[config.mk]
export PLATFORM = sky130hd
export DESIGN_NAME = record_format_deframer
export DESIGN_NICKNAME = d
export VERILOG_FILES = /design/src/design/rfd_pkg.sv /design/src/design/rfd_step.sv /design/src/design/rfd_out_stage.sv /design/src/design/record_format_deframer.sv
export SDC_FILE = /design/constraint.sdc
export NUM_CORES = 1
export LEC_CHECK = 0
export BUFFER_PORTS_ARGS = -buffer_cell sky130_fd_sc_hd__buf_2
export CAP_MARGIN = 15
export CELL_PAD_IN_SITES_DETAIL_PLACEMENT = 1
export CELL_PAD_IN_SITES_GLOBAL_PLACEMENT = 1
export CORE_ASPECT_RATIO = 1.1
export CORE_MARGIN = 2
export CORE_UTILIZATION = 47
export DETAILED_ROUTE_END_ITERATION = 16
export PLACE_DENSITY = 0.83
export SETUP_SLACK_MARGIN = 0.3
export SLEW_MARGIN = 20
export SYNTH_ARGS = -nofsm -noshare
export SYNTH_HDL_FRONTEND = slang
export SYNTH_SLANG_ARGS = --single-unit
[constraint.sdc]
create_clock -name clk -period 5 [get_ports clk]
set_input_delay 0.5 -clock clk [delete_from_list [all_inputs] [get_ports clk]]
set_output_delay 0.5 -clock clk [all_outputs]
set_load 0.005 [all_outputs]
[src/design/rfd_pkg.sv]
// Shared types and codes of the record format deframer.
package rfd_pkg;

  typedef enum logic [1:0] {
    FMT_FIXED     = 2'd0,
    FMT_VARIABLE  = 2'd1,
    FMT_DESC_VAR  = 2'd2,
    FMT_DESC_SPAN = 2'd3
  } format_t;

  typedef enum logic [2:0] {
    PH_IDLE  = 3'd0,
    PH_LEAD  = 3'd1,
    PH_VDATA = 3'd2,
    PH_TRAIL = 3'd3,
    PH_BDW   = 3'd4,
    PH_RDW   = 3'd5,
    PH_DDATA = 3'd6
  } phase_t;

  typedef enum logic [2:0] {
    ST_OK        = 3'd0,
    ST_PARTIAL   = 3'd1,
    ST_BAD_BDW   = 3'd2,
    ST_BAD_RDW   = 3'd3,
    ST_BAD_SIZE  = 3'd4,
    ST_EXCEEDS   = 3'd5,
    ST_CLEAN_END = 3'd6
  } status_t;

  localparam logic REG_RECORD_FORMAT = 1'b0;
  localparam logic REG_FIXED_WIDTH   = 1'b1;

  localparam int unsigned DESC_BYTES = 4;

  typedef struct packed {
    phase_t      phase;
    logic [31:0] header_shift;
    logic [1:0]  header_count;
    logic [30:0] payload_left;
    logic [30:0] lead_len;
    logic [15:0] block_remain;
    logic        seg_odd;
    logic        pending;
    logic        halted;
  } state_t;

  typedef struct packed {
    logic [7:0] payload_byte;
    logic       byte_valid;
    logic       record_end;
    status_t    status;
  } result_t;

endpackage

[src/design/rfd_step.sv]
// Framing logic: next state and result for one input beat.
module rfd_step (
  input  rfd_pkg::format_t fmt,
  input  logic [15:0]      fixed_width,
  input  rfd_pkg::state_t  st,
  input  logic [7:0]       data_byte,
  input  logic             end_of_file,
  output rfd_pkg::state_t  st_next,
  output rfd_pkg::result_t res,
  output logic             has_result
);

  logic [31:0] hs_le;
  logic [31:0] hs_be;
  logic [15:0] len;
  logic [15:0] size;
  logic [30:0] cnt_inc;
  logic [30:0] left_dec;
  logic        ends_rdw;
  logic        ends_st;

  assign hs_le    = {data_byte, st.header_shift[31:8]};
  assign hs_be    = {st.header_shift[23:0], data_byte};
  assign len      = hs_be[31:16];
  assign size     = len - 16'(rfd_pkg::DESC_BYTES);
  assign cnt_inc  = st.payload_left + 31'd1;
  assign left_dec = st.payload_left - 31'd1;
  assign ends_rdw = (fmt == rfd_pkg::FMT_DESC_VAR) || !hs_be[8];
  assign ends_st  = (fmt == rfd_pkg::FMT_DESC_VAR) || !st.seg_odd;

  always_comb begin
    st_next    = st;
    res        = '0;
    has_result = 1'b0;
    if (!st.halted) begin
      unique case (fmt)
        rfd_pkg::FMT_FIXED: begin
          has_result = 1'b1;
          if (end_of_file) begin
            st_next.halted = 1'b1;
            if (st.payload_left != '0) begin
              res.record_end = 1'b1;
              res.status     = rfd_pkg::ST_PARTIAL;
            end else begin
              res.status = rfd_pkg::ST_CLEAN_END;
            end
          end else begin
            res.payload_byte = data_byte;
            res.byte_valid   = 1'b1;
            if (cnt_inc >= {15'd0, fixed_width}) begin
              st_next.payload_left = '0;
              res.record_end       = 1'b1;
            end else begin
              st_next.payload_left = cnt_inc;
            end
          end
        end
        rfd_pkg::FMT_VARIABLE: begin
          if (end_of_file) begin
            has_result     = 1'b1;
            st_next.halted = 1'b1;
            if (st.phase == rfd_pkg::PH_LEAD || st.phase == rfd_pkg::PH_VDATA ||
                st.phase == rfd_pkg::PH_TRAIL) begin
              res.record_end = 1'b1;
              res.status     = rfd_pkg::ST_PARTIAL;
            end else begin
              res.status = rfd_pkg::ST_CLEAN_END;
            end
          end else begin
            case (st.phase)
              rfd_pkg::PH_LEAD: begin
                st_next.header_shift = hs_le;
                if (st.header_count < 2'd3) begin
                  st_next.header_count = st.header_count + 2'd1;
                end else begin
                  st_next.header_count = '0;
                  if (hs_le[31]) begin
                    has_result     = 1'b1;
                    st_next.halted = 1'b1;
                    res.record_end = 1'b1;
                    res.status     = rfd_pkg::ST_BAD_SIZE;
                  end else begin
                    st_next.lead_len     = hs_le[30:0];
                    st_next.payload_left = hs_le[30:0];
                    st_next.phase = (hs_le[30:0] != '0) ? rfd_pkg::PH_VDATA
                                                        : rfd_pkg::PH_TRAIL;
                  end
                end
              end
              rfd_pkg::PH_VDATA: begin
                has_result           = 1'b1;
                res.payload_byte     = data_byte;
                res.byte_valid       = 1'b1;
                st_next.payload_left = left_dec;
                if (left_dec == '0) begin
                  st_next.phase        = rfd_pkg::PH_TRAIL;
                  st_next.header_count = '0;
                end
              end
              rfd_pkg::PH_TRAIL: begin
                st_next.header_shift = hs_le;
                if (st.header_count < 2'd3) begin
                  st_next.header_count = st.header_count + 2'd1;
                end else begin
                  st_next.header_count = '0;
                  has_result           = 1'b1;
                  res.record_end       = 1'b1;
                  if (hs_le != {1'b0, st.lead_len}) begin
                    st_next.halted = 1'b1;
                    res.status     = rfd_pkg::ST_BAD_SIZE;
                  end else begin
                    st_next.phase = rfd_pkg::PH_IDLE;
                  end
                end
              end
              default: begin
                st_next.header_shift = {data_byte, 24'd0};
                st_next.header_count = 2'd1;
                st_next.phase        = rfd_pkg::PH_LEAD;
              end
            endcase
          end
        end
        default: begin
          case (st.phase)
            rfd_pkg::PH_BDW, rfd_pkg::PH_RDW: begin
              if (end_of_file) begin
                has_result     = 1'b1;
                st_next.halted = 1'b1;
                res.record_end = 1'b1;
                res.status     = rfd_pkg::ST_PARTIAL;
              end else begin
                st_next.header_shift = hs_be;
                if (st.header_count < 2'd3) begin
                  st_next.header_count = st.header_count + 2'd1;
                end else begin
                  st_next.header_count = '0;
                  if (st.phase == rfd_pkg::PH_BDW) begin
                    if (len < 16'(rfd_pkg::DESC_BYTES)) begin
                      has_result     = 1'b1;
                      st_next.halted = 1'b1;
                      res.record_end = 1'b1;
                      res.status     = rfd_pkg::ST_BAD_BDW;
                    end else if (size < 16'(rfd_pkg::DESC_BYTES)) begin
                      st_next.block_remain = size;
                      has_result           = 1'b1;
                      st_next.halted       = 1'b1;
                      res.record_end       = 1'b1;
                      res.status           = rfd_pkg::ST_PARTIAL;
                    end else begin
                      st_next.block_remain = size;
                      st_next.phase        = rfd_pkg::PH_IDLE;
                    end
                  end else if (len < 16'(rfd_pkg::DESC_BYTES)) begin
                    has_result     = 1'b1;
                    st_next.halted = 1'b1;
                    res.record_end = 1'b1;
                    res.status     = rfd_pkg::ST_BAD_RDW;
                  end else begin
                    st_next.seg_odd = hs_be[8];
                    if (size > st.block_remain) begin
                      has_result     = 1'b1;
                      st_next.halted = 1'b1;
                      res.record_end = 1'b1;
                      res.status     = rfd_pkg::ST_EXCEEDS;
                    end else begin
                      st_next.block_remain = st.block_remain - size;
                      st_next.phase        = rfd_pkg::PH_IDLE;
                      if (size == '0) begin
                        if (ends_rdw) begin
                          st_next.pending = 1'b0;
                          has_result      = 1'b1;
                          res.record_end  = 1'b1;
                        end
                      end else begin
                        st_next.payload_left = {15'd0, size};
                        st_next.phase        = rfd_pkg::PH_DDATA;
                      end
                    end
                  end
                end
              end
            end
            rfd_pkg::PH_DDATA: begin
              has_result = 1'b1;
              if (end_of_file) begin
                st_next.halted = 1'b1;
                res.record_end = 1'b1;
                res.status     = rfd_pkg::ST_PARTIAL;
              end else begin
                res.payload_byte     = data_byte;
                res.byte_valid       = 1'b1;
                st_next.payload_left = left_dec;
                st_next.pending      = 1'b1;
                if (left_dec == '0) begin
                  st_next.phase = rfd_pkg::PH_IDLE;
                  if (ends_st) begin
                    st_next.pending = 1'b0;
                    res.record_end  = 1'b1;
                  end
                end
              end
            end
            default: begin
              if (st.block_remain == '0) begin
                if (end_of_file) begin
                  has_result = 1'b1;
                  if (st.pending) begin
                    st_next.pending = 1'b0;
                    res.record_end  = 1'b1;
                  end else begin
                    st_next.halted = 1'b1;
                    res.status     = rfd_pkg::ST_CLEAN_END;
                  end
                end else begin
                  st_next.header_shift = {24'd0, data_byte};
                  st_next.header_count = 2'd1;
                  st_next.phase        = rfd_pkg::PH_BDW;
                end
              end else if (st.block_remain < 16'(rfd_pkg::DESC_BYTES) || end_of_file) begin
                has_result     = 1'b1;
                st_next.halted = 1'b1;
                res.record_end = 1'b1;
                res.status     = rfd_pkg::ST_PARTIAL;
              end else begin
                st_next.block_remain = st.block_remain - 16'(rfd_pkg::DESC_BYTES);
                st_next.header_shift = {24'd0, data_byte};
                st_next.header_count = 2'd1;
                st_next.phase        = rfd_pkg::PH_RDW;
              end
            end
          endcase
        end
      endcase
    end
  end

endmodule

[src/design/rfd_out_stage.sv]
// Output register that holds one result beat until it is taken.
module rfd_out_stage (
  input  logic             clk,
  input  logic             rst,
  input  logic             load,
  input  rfd_pkg::result_t res,
  input  logic             out_ready,
  output logic             out_valid,
  output logic             free,
  output rfd_pkg::result_t res_q
);

  logic out_valid_next;

  assign free = !out_valid || out_ready;

  always_comb begin
    out_valid_next = out_valid;
    if (load) begin
      out_valid_next = 1'b1;
    end else if (out_ready) begin
      out_valid_next = 1'b0;
    end
  end

  always_ff @(posedge clk) begin
    if (rst) begin
      out_valid <= 1'b0;
    end else begin
      out_valid <= out_valid_next;
    end
  end

  always_ff @(posedge clk) begin
    if (load) begin
      res_q <= res;
    end
  end

endmodule

[src/design/record_format_deframer.sv]
// Top level of the record format deframer: input register, framing state and config.
//
//   channel  signals                                   direction
//   in       in_valid, in_ready, data_byte, end_of_file     into block
//   out      out_valid, out_ready, payload_byte, byte_valid,
//            record_end, status                          out of block
//   cfg      cfg_wen, cfg_index, cfg_data                into block
//
// One input beat is taken per cycle while the output is not stalled; the beat is held in
// the input register; its result and the next framing state are registered together.
// Reset clears the framing state and loads format 0 and record width 80.
// A stalled output holds the input register; in_ready drops only while both registers
// are full and out_ready is low.
module record_format_deframer (
  input  logic        clk,
  input  logic        rst,
  input  logic        in_valid,
  output logic        in_ready,
  input  logic [7:0]  data_byte,
  input  logic        end_of_file,
  output logic        out_valid,
  input  logic        out_ready,
  output logic [7:0]  payload_byte,
  output logic        byte_valid,
  output logic        record_end,
  output logic [2:0]  status,
  input  logic        cfg_wen,
  input  logic        cfg_index,
  input  logic [15:0] cfg_data
);

  rfd_pkg::format_t fmt;
  logic [15:0]      fixed_width;
  rfd_pkg::state_t  st;
  rfd_pkg::state_t  st_next;
  rfd_pkg::state_t  st_step;
  rfd_pkg::result_t res;
  rfd_pkg::result_t res_q;
  logic             has_result;
  logic             iq_valid;
  logic [7:0]       iq_byte;
  logic             iq_eof;
  logic             fire;
  logic             out_free;

  assign fire     = iq_valid && out_free;
  assign in_ready = !iq_valid || fire;

  always_ff @(posedge clk) begin
    if (rst) begin
      iq_valid <= 1'b0;
    end else if (in_ready) begin
      iq_valid <= in_valid;
    end
  end

  always_ff @(posedge clk) begin
    if (in_valid && in_ready) begin
      iq_byte <= data_byte;
      iq_eof  <= end_of_file;
    end
  end

  rfd_step u_step (
    .fmt         (fmt),
    .fixed_width (fixed_width),
    .st          (st),
    .data_byte   (iq_byte),
    .end_of_file (iq_eof),
    .st_next     (st_step),
    .res         (res),
    .has_result  (has_result)
  );

  always_comb begin
    st_next = st;
    if (cfg_wen && cfg_index == rfd_pkg::REG_RECORD_FORMAT) begin
      st_next        = '0;
      st_next.halted = st.halted;
    end else if (fire) begin
      st_next = st_step;
    end
  end

  always_ff @(posedge clk) begin
    if (rst) begin
      st          <= '0;
      fmt         <= rfd_pkg::FMT_FIXED;
      fixed_width <= 16'd80;
    end else begin
      st <= st_next;
      if (cfg_wen) begin
        unique case (cfg_index)
          rfd_pkg::REG_RECORD_FORMAT: fmt         <= rfd_pkg::format_t'(cfg_data[1:0]);
          rfd_pkg::REG_FIXED_WIDTH:   fixed_width <= cfg_data;
          default:                    fixed_width <= fixed_width;
        endcase
      end
    end
  end

  rfd_out_stage u_out (
    .clk       (clk),
    .rst       (rst),
    .load      (fire && has_result),
    .res       (res),
    .out_ready (out_ready),
    .out_valid (out_valid),
    .free      (out_free),
    .res_q     (res_q)
  );

  assign payload_byte = res_q.payload_byte;
  assign byte_valid   = res_q.byte_valid;
  assign record_end   = res_q.record_end;
  assign status       = res_q.status;

`ifndef ASSERT_OFF
  a_halted_silent : assert property (@(posedge clk) disable iff (rst)
    st.halted && fire |-> !has_result)
    else $error("Halted deframer produced a result.");

  a_result_lands : assert property (@(posedge clk) disable iff (rst)
    fire && has_result |=> out_valid)
    else $error("Result was not registered at the output.");

  a_halt_on_error : assert property (@(posedge clk) disable iff (rst)
    fire && has_result && res.status != rfd_pkg::ST_OK && !cfg_wen |=> st.halted)
    else $error("Error or clean end did not halt the deframer.");

  a_data_phase_count : assert property (@(posedge clk) disable iff (rst)
    st.phase == rfd_pkg::PH_DDATA || st.phase == rfd_pkg::PH_VDATA |->
      st.payload_left != '0)
    else $error("Payload phase entered with no bytes due.");
`endif

endmodule
# --- Word level (Yosys, flattened, before mapping) ---
# Index checks and enable logic that the tools add are counted.
word_totals:
  ff_bits: 160
  inputBits: 31
  output_inout_bits: 15
  word_cells: 263
classes:
  n_addsub: 6
  magnitude_cmp: 6
  eq_ne: 46
  muxes: 136
  bitwise_logic: 10
  n_reduce_logical: 40
ops:
  columns: ["cell", "n"]
  rows:
  - ["31-bit two-way mux", 9]
  - ["31-bit case mux with 2 select lines", 3]
  - ["18-bit two-way mux", 8]
  - ["62-bit two-way mux", 2]
  - ["37-bit two-way mux", 3]
  - ["99-bit two-way mux", 1]
  - ["16-bit two-way mux", 5]
  - ["37-bit case mux with 2 select lines", 1]
  - ["68-bit two-way mux", 1]
  - ["34-bit case mux with 2 select lines", 1]
  - ["32-bit case mux with 2 select lines", 1]
  - ["31-bit nonzero test", 2]
  - ["3-bit two-way mux", 20]
  - ["4-bit two-way mux", 13]
  - ["16-bit by 3-bit less-than comparator with 1-bit output, second input constant", 3]
  - ["1-bit two-way mux", 46]
  - ["9-bit two-way mux", 4]
  - ["16-bit logical NOT", 2]
  - ["32-bit by 31-bit != test with 1-bit output", 1]
  - ["4-bit != test, second input constant", 8]
  - ["16-bit case mux with 2 select lines", 1]
  - ["16-bit by 3-bit subtractor with 16-bit output, second input constant", 2]
  - ["31-bit by 1-bit adder with 31-bit output, second input constant", 1]
  - ["31-bit by 16-bit greater-or-equal comparator with 1-bit output", 1]
  - ["44 further kinds", 105]

# --- Longest topological paths before layout ---
logic_depth:
  depth_word: 18
  ltp_mapped: 19
  ltp_nobuf: 17

# --- Modules after synthesis ---
# From an unflattened synthesis, not the netlist that was laid out.
unflattened:
  cells_unflattened: 2184
  hier_area_um2: 15112.0
modules_own_cells:
  columns: ["module", "instances", "cells_per_inst", "area_per_inst_um2"]
  rows:
  - ["rfd_step", 1, 1561, 9536.6]
  - ["record_format_deframer", 1, 606, 5138.7]
  - ["rfd_out_stage", 1, 17, 436.7]

# --- Least setup slack after synthesis ---
# No wires, ideal clock.
synth_timing:
  path_kind: "register to register"
  start: "register, netlist name st[93]"
  end: "register u_out.out_valid"
  setup_ps: 116
  t_arrival_ps: 4362
  t_required_ps: 4884
  path_slack_ps: 522
  path_stages_with_launch: 17
  period_less_slack_ps: 4478
  cell_sequence: "dfxtp_1 > buf_1 > inv_1 > ha_1 > or3b_1 > buf_2 > or3_1 > xor2_1 > ha_1 > nor2_1 > o41ai_1 > nand3_2 > a21boi_0 > a21oi_1 > o41ai_1 > a31oi_1 > o21a_1"
synth_between:
  elab_chain_len: 13
synth_lines:
  columns: ["element", "line_no", "text"]
  rows:
  - ["branches (longest 5 deep; another with 16-bit by 3-bit subtractor with 16-bit output)", null, null]
  - ["1-bit two-way mux *", "rfd_step.sv:138", "if (st.phase == rfd_pkg::PH_BDW) begin"]
  - ["1-bit two-way mux *", "rfd_step.sv:134", "if (st.header_count < 2'd3) begin"]
  - ["1-bit two-way mux *", "rfd_step.sv:127", "if (end_of_file) begin"]
  - ["1-bit case mux with 2 select lines *", "rfd_step.sv:125", "case (st.phase)"]
  - ["1-bit case mux with 2 select lines *", "rfd_step.sv:36", "unique case (fmt)"]
  - ["1-bit two-way mux *", "rfd_step.sv:35", "if (!st.halted) begin"]
  - ["1-bit logical AND *", "record_format_deframer.sv:105", ".load (fire && has_result),"]
  - ["net u_out.load", "rfd_out_stage.sv:5", "input logic load,"]
  - ["1-bit two-way mux / 2-bit nonzero test (equally long branches)", null, null]
  - ["end signal, assigned", "rfd_out_stage.sv:30", "out_valid <= out_valid_next;"]
  - ["end, declared", "rfd_out_stage.sv:8", "output logic out_valid,"]
# Mark *: on every way through the listed nets, which the timed path passes.
# A chain may end at the register's enable or synchronous reset.

# --- Worst setup path after layout ---
layout_timing:
  start: "register, netlist name st[51]"
  end: "register, netlist name u_out.res_q[3]"
layout_between:
  elab_chain_len: 6
layout_lines:
  columns: ["element", "line_no"]
  rows:
  - ["branches (longest 5 deep; another with 31-bit by 1-bit adder with 31-bit output)", null]
  - ["13-bit case mux with 2 select lines *", "rfd_step.sv:36"]
# Mark *: on every way between the ends.

==> run metrics <==
area of the die 26220 sq um; startpoint of the worst register-to-register path st[51]; internal power of the cells around 0.0023 W; wire length after detailed routing around 44000 um; number of different library cells in the post-synthesis netlist 90; placed instance count roughly 1800; fraction of registers with async set or reset after synthesis 0; Bufs on Longest Clock Path 2; min-delay src data_byte[1]; floorplan die height roughly 170 um; CTS sink count between 150 and 200; count of TritonRoute iterations in the first routing pass 8; summed instance area of the synthesized netlist roughly 12000 sq um; endpoints failing setup 0; area after detailed placement ~12000 sq um; maximum number of pins on one net before global-route repair 86; number of maximum-capacitance constraint violations 0; area share of the largest cell type after synthesis 0.2357; largest vdd supply drop 227.2 uV; required arrival time at the worst endpoint slightly above 5 ns; global-route usage over all layers 0.3320; via-per-instance ratio 6.661; leading register cell type out of synthesis sky130_fd_sc_hd__dfxtp_1; top layer used by detailed routing met5; worst min path class in -> reg; CTS Root Cell sky130_fd_sc_hd__clkbuf_16; TritonCTS clock tree yes; core area ~24000 sq um; total number of yosys warnings 0; die width 154.6 um; power density normalized to cell area approximately 260 nW/um^2; reg2reg path depth 16; final net count between 1500 and 2000; worst-margin pin slew 1.135 ns; DP HPWL between 30000 and 40000 um; leading cell types by count after synthesis sky130_fd_sc_hd__nand2_1, sky130_fd_sc_hd__a21oi_1, sky130_fd_sc_hd__nor2_1; GR Overflow Total 0; worst flop-to-flop path endpoint u_out.res_q[3]; nets in the synthesized netlist between 1500 and 2000; Post-Syn Area per Cell 7.539 sq um; power consumption 0.003365 W; number of DRC violations after detailed-routing iteration 0 1134; WL met2 about 21000 um; critical path launch point type flop; finished layout cell area approximately 13000 sq um; hold slack between 0.2 and 0.25 ns; post-route met1 wirelength around 18000 um; most used standard cell by instance count after synthesis sky130_fd_sc_hd__nand2_1; final-layout setup total negative slack 0 ns; category of the most critical setup path reg -> reg; count of buffers from port buffering 45; CTS buffer count 17; Gate power share 0.171; cell accounting for the most synthesized area sky130_fd_sc_hd__dfxtp_1; number of ports placed on the die boundary 46; register area share after synthesis 0.2920; worst slew margin relative to its limit 0.2432; DR DRC count 0; number of antenna violations at the first check in global routing 1; detailed-route wire length per cell between 20 and 25 um; crit path DAT ~4.7 ns; Syn-to-layout area delta 8.933%; worst hold path endpoint iq_byte[1]; number of max-slew violations in the final report 0; setup repair after global routing missed its margin true; EDFF count, synth 22; vias in the first global route ~12000; min cycle time layout roughly 4.5 ns; static leakage power 4.557 nW; P_sw 0.001075 W; Via Count roughly 12000; global placer's final weighted congestion between 0.9 and 1; register-to-register setup slack 0.48 ns; global-route wire length before repair 68970 um; worst clock skew 0.01548 ns; switching share of power 0.3194; Routed Antenna Nets 0; share of power burned in the clock network 0.420; wire length on met3 ~3000 um; worst-skew pair later-pin latency between 0.4 and 0.5 ns; number of diodes 0; main area contributors after synthesis sky130_fd_sc_hd__dfxtp_1, sky130_fd_sc_hd__a21oi_1, sky130_fd_sc_hd__nand2_1; number of hold violations in the final report 0; flip-flop and latch count after synthesis 160; Final period util 0.9034; count of H-tree levels built during CTS 4; share of total power in sequential cells 0.409; fraction of final layout cells with drive strength greater than 1 0.1198; count of cells along the worst hold path 1; top fanout value on the critical path 8; Cell Rows 60; number of instances in the synthesized netlist around 1600; hold buffer count at cts 0; clock edge transition at the registers on the reported setup and hold paths 0.08 ns; status finished clean; highest clock rate between 0.2 and 0.25 GHz; final instance count without filler cells between 1500 and 2000; kind of end point of the critical path flop; Initial Utilization 0.4790
==> power by group through the flow <==
stage,clock (W),sequential [W],combinational (W)
finish,0.00141,0.00138,0.000575
global route,0.00147,0.00138,0.000620
CTS,0.00142,0.00138,0.000555
detailed placement,0,0.00141,0.000542
global placement,0,0.00140,0.000525
floorplan,0,0.00138,0.000396
==> logic make-up after synthesis <==
| group | Yosys count | share of synthesized area |
|---|---|---|
| AND/OR/NAND/NOR | 607 | 0.2569 |
| AO/OA/AOI/OAI | 468 | 0.2668 |
| buffers and inverters | 177 | 0.06244 |
| flip-flops | 160 | 0.2920 |
| XOR/XNOR | 95 | 0.07098 |
| adder cells (fa/ha/maj) | 40 | 0.04280 |
| multiplexers | 8 | 0.008005 |
==> cell type report <==
| type | instances | area [sq um] |
|---|---|---|
| fill | 3049 | 11700 |
| multi-input combinational | 1218 | 7641 |
| sequential | 160 | 3425 |
| clock buffer | 20 | 467.9 |
| timing repair buffer | 89 | 571.8 |
| inverter | 37 | 138.9 |
| tap | 310 | 387.9 |
| clock inverter | 12 | 137.6 |
==> stage by stage <==
stage,utilization,setup WS (ns)
3_3_place_gp,0.4921,0.3048
3_5_place_dp,0.4922,0.2253
4_1_cts,0.5181,0.3540
6_report,0.5218,0.4829
2_1_floorplan,-,0.5223
5_1_grt,0.5218,0.2573
==> per-layer routing <==
metal  vias to the layer above  track usage
met2                       505       0.5660
met1                      6070       0.4121
met4                         2       0.1473
li1                       5588            -
met3                       132      0.05720
met5                         -            0
==> repair_timing <==
action,4_1_cts,5_1_grt
endpoints found under the setup margin,28,35
resized for setup,2,7
setup buffers,2,5
pin swaps,0,3
gates cloned,0,0
endpoints found under the hold margin,0,0
==> flip-flops by register name (all words and copies together), names as in the netlist <==
register         count
fixed_width         16
fmt                  2
iq_byte              8
iq_eof               1
iq_valid             1
st                 118
u_out.out_valid      1
u_out.res_q         13
==> critical path: stages, from the launching register on <==
cell and delay, ns:
sky130_fd_sc_hd__dfxtp_2 0.43, sky130_fd_sc_hd__ha_1 0.30, sky130_fd_sc_hd__nand3_1 0.30, sky130_fd_sc_hd__or3_4 0.52, sky130_fd_sc_hd__nor2_1 0.22, sky130_fd_sc_hd__xor2_1 0.18, sky130_fd_sc_hd__ha_1 0.27, sky130_fd_sc_hd__a21o_1 0.16
sky130_fd_sc_hd__a21o_1 0.17, sky130_fd_sc_hd__a21oi_1 0.15, sky130_fd_sc_hd__o221ai_1 0.21, sky130_fd_sc_hd__a21oi_1 0.18, sky130_fd_sc_hd__o211a_1 0.26, sky130_fd_sc_hd__nand3_1 0.17, sky130_fd_sc_hd__mux4_2 0.54, sky130_fd_sc_hd__nor2_1 0.12
sky130_fd_sc_hd__a311oi_1 0.07
==> worst max-delay path by stage <==
stage | startpoint | to | depth (start not counted)
floorplan | st[93] | u_out.out_valid | 16
global placement | st[51] | st[62] | 16
detailed placement | st[51] | st[62] | 16
CTS | st[51] | u_out.res_q[3] | 16
global route | st[52] | u_out.res_q[3] | 15
finish | st[51] | u_out.res_q[3] | 16
==> cells in the final DEF, fill, tap and decap left out, drive strengths merged, types with 29 or more instances in the layout <==
cell type  Yosys  routed
nor2         149     149
nand2        205     205
nand3         34      34
nand4         29      29
buf           39      89
nor3          42      42
a22oi         39      39
xnor2         61      61
a21oi        157     157
xor2          34      34
dfxtp        138     138
a211oi        55      55
ha            35      35
o21ai         71      71
inv           37      45
No activity file was read; power rests on OpenSTA's default activity.
